--- config.mk ---
export PLATFORM = sky130hd
export DESIGN_NAME = grmc_ctrl
export DESIGN_NICKNAME = d
export VERILOG_FILES = /design/src/rtl/grmc_pkg.sv /design/src/rtl/grmc_ctrl.sv
export SDC_FILE = /design/constraint.sdc
export NUM_CORES = 1
export LEC_CHECK = 0
export BUFFER_PORTS_ARGS = -buffer_cell sky130_fd_sc_hd__buf_2
export CORE_ASPECT_RATIO = 1.5
export CORE_MARGIN = 2
export CORE_UTILIZATION = 30
export DETAILED_ROUTE_END_ITERATION = 8
export PLACE_DENSITY = 0.53
export RECOVER_POWER = 50
export SLEW_MARGIN = 30
export SYNTH_ARGS = -nofsm -noshare
export SYNTH_HDL_FRONTEND = slang
export SYNTH_SLANG_ARGS = --single-unit
export TNS_END_PERCENT = 50
--- constraint.sdc ---
create_clock -name clk -period 2.2 [get_ports clk]
set_input_delay 0.11 -clock clk [delete_from_list [all_inputs] [get_ports clk]]
set_output_delay 0.11 -clock clk [all_outputs]
set_load 0.01 [all_outputs]
--- src/rtl/grmc_pkg.sv ---
// Shared constants, types and table functions for the column ray caster.
// No dependencies; every other file imports this package.
`timescale 1ns / 1ps
package grmc_pkg;

  localparam int MAP_SIDE   = 64;
  localparam int CELL_COUNT = MAP_SIDE * MAP_SIDE;
  localparam int CELL_AW    = $clog2(CELL_COUNT);
  localparam int MAX_STEPS  = 4096;
  localparam int STEP_W     = $clog2(MAX_STEPS + 1);
  localparam int FRAC_BITS  = 22;
  localparam int TRC_W      = 34;
  localparam int XI_W       = TRC_W - FRAC_BITS;
  localparam int DVD_W      = 39;
  localparam int DVS_W      = 22;
  localparam int DCNT_W     = $clog2(DVD_W);
  localparam int SQ_W       = 44;

  localparam logic [FRAC_BITS-1:0] TEX_LOW  = 22'd419430;
  localparam logic [FRAC_BITS-1:0] TEX_HIGH = 22'd3774874;

  localparam logic OP_WRITE = 1'b0;
  localparam logic OP_CAST  = 1'b1;

  localparam logic [2:0] CFG_SCREEN_WIDTH   = 3'd0;
  localparam logic [2:0] CFG_SCREEN_HEIGHT  = 3'd1;
  localparam logic [2:0] CFG_FIELD_OF_VIEW  = 3'd2;
  localparam logic [2:0] CFG_STEP_LENGTH    = 3'd3;
  localparam logic [2:0] CFG_VIEW_LIMIT     = 3'd4;
  localparam logic [2:0] CFG_SHADE_DISTANCE = 3'd5;
  localparam logic [2:0] CFG_WALL_SCALE     = 3'd6;

  typedef enum logic [1:0] {
    DIV_ANGLE = 2'd0,
    DIV_HALF  = 2'd1,
    DIV_SHADE = 2'd2
  } div_sel_t;

  typedef struct packed {
    logic               cap;
    logic               clr_we;
    logic [CELL_AW-1:0] clr_addr;
    logic               wr;
    logic               div_start;
    div_sel_t           div_sel;
    logic               ang_ld;
    logic               trig_ld;
    logic               mul_ld;
    logic               rd;
    logic               adv;
    logic               sq_ld;
    logic               sum_ld;
    logic               sqrt_step;
    logic               lat_half;
    logic               fin;
    logic               out_ld;
  } dp_cmd_t;

  typedef struct packed {
    logic div_done;
    logic stop;
    logic wall;
    logic sqrt_done;
  } dp_sts_t;

  function automatic logic [14:0] quarter_sine(input logic [4:0] k);
    logic [14:0] v;
    unique case (k)
      5'd0:  v = 15'd0;
      5'd1:  v = 15'd1606;
      5'd2:  v = 15'd3196;
      5'd3:  v = 15'd4756;
      5'd4:  v = 15'd6270;
      5'd5:  v = 15'd7723;
      5'd6:  v = 15'd9102;
      5'd7:  v = 15'd10394;
      5'd8:  v = 15'd11585;
      5'd9:  v = 15'd12665;
      5'd10: v = 15'd13623;
      5'd11: v = 15'd14449;
      5'd12: v = 15'd15137;
      5'd13: v = 15'd15678;
      5'd14: v = 15'd16069;
      5'd15: v = 15'd16305;
      default: v = 15'd16384;
    endcase
    return v;
  endfunction

  // Q3.14 sine, quarter table with linear interpolation over 10 bits
  function automatic logic signed [16:0] sine_q14(input logic [15:0] a);
    logic [14:0] r;
    logic [4:0]  idx;
    logic [9:0]  frac;
    logic [14:0] lo;
    logic [14:0] hi;
    logic [10:0] dif;
    logic [20:0] prod;
    logic [14:0] v;
    r = {1'b0, a[13:0]};
    if (a[14]) r = 15'd16384 - r;
    idx  = r[14:10];
    frac = r[9:0];
    lo   = quarter_sine(idx);
    hi   = quarter_sine(idx + 5'd1);
    dif  = 11'(hi - lo);
    prod = dif * frac;
    if (idx >= 5'd16) v = 15'd16384;
    else v = lo + 15'(prod[20:10]);
    return a[15] ? -$signed({2'b00, v}) : $signed({2'b00, v});
  endfunction

  function automatic logic signed [1:0] wall_pattern(input logic [3:0] k);
    logic signed [1:0] p;
    unique case (k)
      4'd0, 4'd15: p = -2'sd1;
      4'd3, 4'd4, 4'd6, 4'd10, 4'd11, 4'd12: p = 2'sd1;
      default: p = 2'sd0;
    endcase
    return p;
  endfunction

endpackage

--- src/rtl/grmc_ctrl.sv ---
// Caster controller: map clearing sweep, operation sequencing and the
// output handshake. Depends on grmc_pkg.
`timescale 1ns / 1ps
module grmc_ctrl import grmc_pkg::*; (
  input  logic    clk,
  input  logic    rst_n,
  input  logic    in_valid,
  input  logic    in_operation,
  output logic    in_stall,
  output logic    out_valid,
  input  logic    out_stall,
  input  dp_sts_t sts,
  output dp_cmd_t cmd
);

  typedef enum logic [15:0] {
    S_CLEAR = 16'b0000_0000_0000_0001,
    S_IDLE  = 16'b0000_0000_0000_0010,
    S_WRITE = 16'b0000_0000_0000_0100,
    S_PRE   = 16'b0000_0000_0000_1000,
    S_DIVA  = 16'b0000_0000_0001_0000,
    S_TRIG  = 16'b0000_0000_0010_0000,
    S_MUL   = 16'b0000_0000_0100_0000,
    S_CHK   = 16'b0000_0000_1000_0000,
    S_RD    = 16'b0000_0001_0000_0000,
    S_SQ    = 16'b0000_0010_0000_0000,
    S_SUM   = 16'b0000_0100_0000_0000,
    S_SQRT  = 16'b0000_1000_0000_0000,
    S_DIVH  = 16'b0001_0000_0000_0000,
    S_DIVS  = 16'b0010_0000_0000_0000,
    S_FIN   = 16'b0100_0000_0000_0000,
    S_DONE  = 16'b1000_0000_0000_0000
  } state_t;

  state_t             state_r, state_nxt;
  logic [CELL_AW-1:0] clr_r, clr_nxt;
  logic               ov_r, ov_nxt;

  always_comb begin
    state_nxt    = state_r;
    clr_nxt      = clr_r;
    cmd          = '0;
    cmd.clr_addr = clr_r;
    unique case (state_r)
      S_CLEAR: begin
        cmd.clr_we = 1'b1;
        clr_nxt    = clr_r + 1'b1;
        if (clr_r == CELL_AW'(CELL_COUNT - 1)) state_nxt = S_IDLE;
      end
      S_IDLE: begin
        if (in_valid) begin
          cmd.cap   = 1'b1;
          state_nxt = (in_operation == OP_CAST) ? S_PRE : S_WRITE;
        end
      end
      S_WRITE: begin
        cmd.wr    = 1'b1;
        state_nxt = S_DONE;
      end
      S_PRE: begin
        cmd.div_start = 1'b1;
        cmd.div_sel   = DIV_ANGLE;
        state_nxt     = S_DIVA;
      end
      S_DIVA: begin
        if (sts.div_done) begin
          cmd.ang_ld = 1'b1;
          state_nxt  = S_TRIG;
        end
      end
      S_TRIG: begin
        cmd.trig_ld = 1'b1;
        state_nxt   = S_MUL;
      end
      S_MUL: begin
        cmd.mul_ld = 1'b1;
        state_nxt  = S_CHK;
      end
      S_CHK: begin
        if (sts.stop) state_nxt = S_SQ;
        else begin
          cmd.rd    = 1'b1;
          state_nxt = S_RD;
        end
      end
      S_RD: begin
        if (sts.wall) state_nxt = S_SQ;
        else begin
          cmd.adv   = 1'b1;
          state_nxt = S_CHK;
        end
      end
      S_SQ: begin
        cmd.sq_ld = 1'b1;
        state_nxt = S_SUM;
      end
      S_SUM: begin
        cmd.sum_ld = 1'b1;
        state_nxt  = S_SQRT;
      end
      S_SQRT: begin
        if (sts.sqrt_done) begin
          cmd.div_start = 1'b1;
          cmd.div_sel   = DIV_HALF;
          state_nxt     = S_DIVH;
        end else begin
          cmd.sqrt_step = 1'b1;
        end
      end
      S_DIVH: begin
        cmd.div_sel = DIV_SHADE;
        if (sts.div_done) begin
          cmd.lat_half  = 1'b1;
          cmd.div_start = 1'b1;
          state_nxt     = S_DIVS;
        end
      end
      S_DIVS: begin
        if (sts.div_done) begin
          cmd.fin   = 1'b1;
          state_nxt = S_DONE;
        end
      end
      S_DONE: begin
        if (!ov_r || !out_stall) begin
          cmd.out_ld = 1'b1;
          state_nxt  = S_IDLE;
        end
      end
      default: state_nxt = S_IDLE;
    endcase
  end

  always_comb begin
    ov_nxt = ov_r & out_stall;
    if (cmd.out_ld) ov_nxt = 1'b1;
  end

  always_ff @(posedge clk) begin
    if (!rst_n) begin
      state_r <= S_CLEAR;
      clr_r   <= '0;
      ov_r    <= 1'b0;
    end else begin
      state_r <= state_nxt;
      clr_r   <= clr_nxt;
      ov_r    <= ov_nxt;
    end
  end

  assign in_stall  = (state_r != S_IDLE);
  assign out_valid = ov_r;

endmodule

==> results.md <==
* Status: finished with violations
* Failing checks: setup timing
* Rel. slew slack at 65.2%
* Ant diodes at 0
* Top_reg_cell synth: dfxtp_1
* Synth unique cells at 43
* DRC Markers at 0
* Syn Nets at 210
* Max H-tree Level at 1
* Critical Path RT at 2.09 ns
* Max-cap viol count at 0
* RSZ-0062 raised after global routing: true
* HP Start: out_stall
* Type of the tightest min-delay check: in2reg
* Die area at 0.00601 mm2
* Min Hold Slack at 0.117 ns
* TritonRoute pass-1 iters at 4
* Final min period at 2.38 ns
* Initial antenna violation count at 0
* Sequential area share after synthesis at 34.6%
* CP Max Fanout at 5
* Leakage at 0.962 nW
* Vias in the first global route at 1666
* Post-synth EDFFs at 0
* Detail Route Antenna Nets at 0
* Synth async-reset ratio at 0%
* Critical path type: reg2out
* Total core area at 0.00516 mm2
* RR Startpoint: state_r[4]$_SDFFE_PN0P_
* Pre-CTS setup slack at 0.00286 ns
* Layout cells sized above 1 at 33.1%
* Adder-Cell Fraction of Synth Area at 0.773%
* Core Util, Final at 43.5%
* Num Clock Sinks at 28
* Overall Power at 1.09 mW
* Clk_lat worst skew at 0.28 ns
* Initial core utilization at 31.3%
* Pwr per Cell Area at 487 mW/mm2
* Final net count at 277
* Synth Area in XOR/XNOR at 7.03%
* Slew Viols, Final at 0
* Num ports at 40
* Synth Instances at 200
* Compound-cell area share of the yosys netlist at 12.9%
* Via density per instance at 5.07
* Post-Route WL at 4690 um
* Routability cong. at 0.844
* Syn Area/Cell at 8.10 um2
* IO Port Bufs at 39
* Die width at 64.0 um
* Die H at 94.0 um
* Synth Cell Area at 0.00162 mm2
* Vias at 1693
* Total gr overflow at 0
* Most common cell after layout, fill and taps aside: buf_4
* Post-synthesis simple-gate area fraction at 37.2%
* Final setup margin at -0.180 ns
* Final worst-path cycle share at 108%
* Startpoint Class: flop
* DRC marker count from the first detailed-route iteration at 33
* First-pass GRT wire length at 7760 um
* CTS Root Cell: clkbuf_8
* TritonCTS clock tree: yes
* Area growth syn-to-layout at 38.7%
* Most frequent cells in the layout: buf_4 (32), dfxtp_1 (27), buf_2 (25)
* Final Skew at 0.00116 ns
* Largest net degree at the start of global routing at 22
* DP HPWL at 3610 um
* Crit path from: state_r[4]$_SDFFE_PN0P_
* Synth warn at 0
* CP Capture Type: output pin
* Clock transition at path regs at 0.09 ns
* Clock Path Buffers at 2
* Worst-Margin Slew at 0.520 ns
* Seq cells post-synth at 28
* Final Hold Fails at 0
* Crit path DAT at 2.27 ns
* Main combinational cell family by area after synthesis: simple AND/OR/NAND/NOR gates
* Placement row count at 32
* Highest clock rate at 420 MHz
* GRT Total Usage at 16.4%
* CTS Buf Count at 3
* Mux contribution to synthesized area at 0.618%
* Wire per inst at 14.0 um
* Final setup fails at 7
* Worst vdd rail ir drop at 0.384 mV
stage by stage:
step | area [um2] | instances | setup TNS (ns)
final | 2250 | 334 | -0.711
after global routing | 2250 | 334 | -2.25
after CTS | 2190 | 331 | -0.629
after detailed placement | 2020 | 321 | 0
after global placement | 2020 | 321 | 0
after floorplan | 1630 | 200 | -0.258
worst paths after layout:
kind | to | slack (ns) | cells past startpoint
setup / recovery | cmd[14] | -0.18 | 5
hold / removal | out_valid$_SDFF_PN0_ | 0.12 | 3
setup reg to reg | state_r[15]$_SDFFE_PN0P_ | -0.14 | 6
hold reg to reg | out_valid$_SDFF_PN0_ | 0.53 | 2
report_power, final:
group / switching [mW] / internal, mW
Clock: 0.159 / 0.160
Sequential: 0.0262 / 0.527
Combinational: 0.122 / 0.100
Total: 0.307 / 0.788
worst max-delay path, cell delays in order, from the launching register on:
cell and delay, ns:
dfxtp_1 0.32, or4_4 0.55, or4_4 0.57, or3b_4 0.40, inv_2 0.07, buf_6 0.09
timing repair:
action	4_1_cts	5_1_grt
hold endpoints to repair	1	0
pin swaps	7	8
resized for setup	14	10
hold buffers	1	0
setup endpoints to repair	13	23
buffers inserted	5	3
cell families (layout without fill, tap and decap cells):
| kind of cell | Yosys count | in the layout |
|---|---|---|
| adder cells (fa/ha/maj) | 1 | 1 |
| multiplexers | 1 | 1 |
| buffers and inverters | 23 | 89 |
| XOR/XNOR | 13 | 13 |
| flip-flops | 28 | 28 |
| AND/OR/NAND/NOR | 105 | 105 |
| AO/OA/AOI/OAI | 29 | 29 |
cell type report:
cell class	instances	area, um2
inverters	12	45.0
multi-input cells	149	1060
well taps	68	85.1
repair buffers	73	439
clock buffers	4	55.1
flip-flops and latches	28	562
fillers	558	2920
Yosys cell counts, types with 3 or more instances:
master,number,area [um2]
buf_6,3,33.8
or4_1,4,30.0
nor4_1,10,62.6
and3_1,6,37.5
nor2_1,15,56.3
xor2_1,10,87.6
nor3_1,13,65.1
nand2_1,11,41.3
dfxtp_1,28,561
and2_1,13,81.3
xnor2_1,3,26.3
or3_1,3,18.8
inv_1,12,45.0
nand3_1,7,35.0
a21boi_1,3,22.5
nor4b_1,4,35.0
clkbuf_1,7,26.3
o21ai_0,8,40.0
o21ai_1,3,15.0
nor3b_1,3,22.5
nor2b_1,3,18.8
nand4_1,6,37.5
metal layers:
layer | vias to the layer above | GRT usage [%] | part of all wire (%)
li1 | 852 | - | -
met2 | 44 | 28.3 | 50
met4 | 0 | 8.88 | 3.9
met1 | 784 | 19.5 | 41
met3 | 13 | 1.92 | 4.2
met5 | - | 0 | 0
flip-flops by register name, summed over array words and instances, names as in the netlist:
signal     count
out_valid      1
clr_r         12
state_r       15
Note: power is estimated with default switching activity, not from simulation.
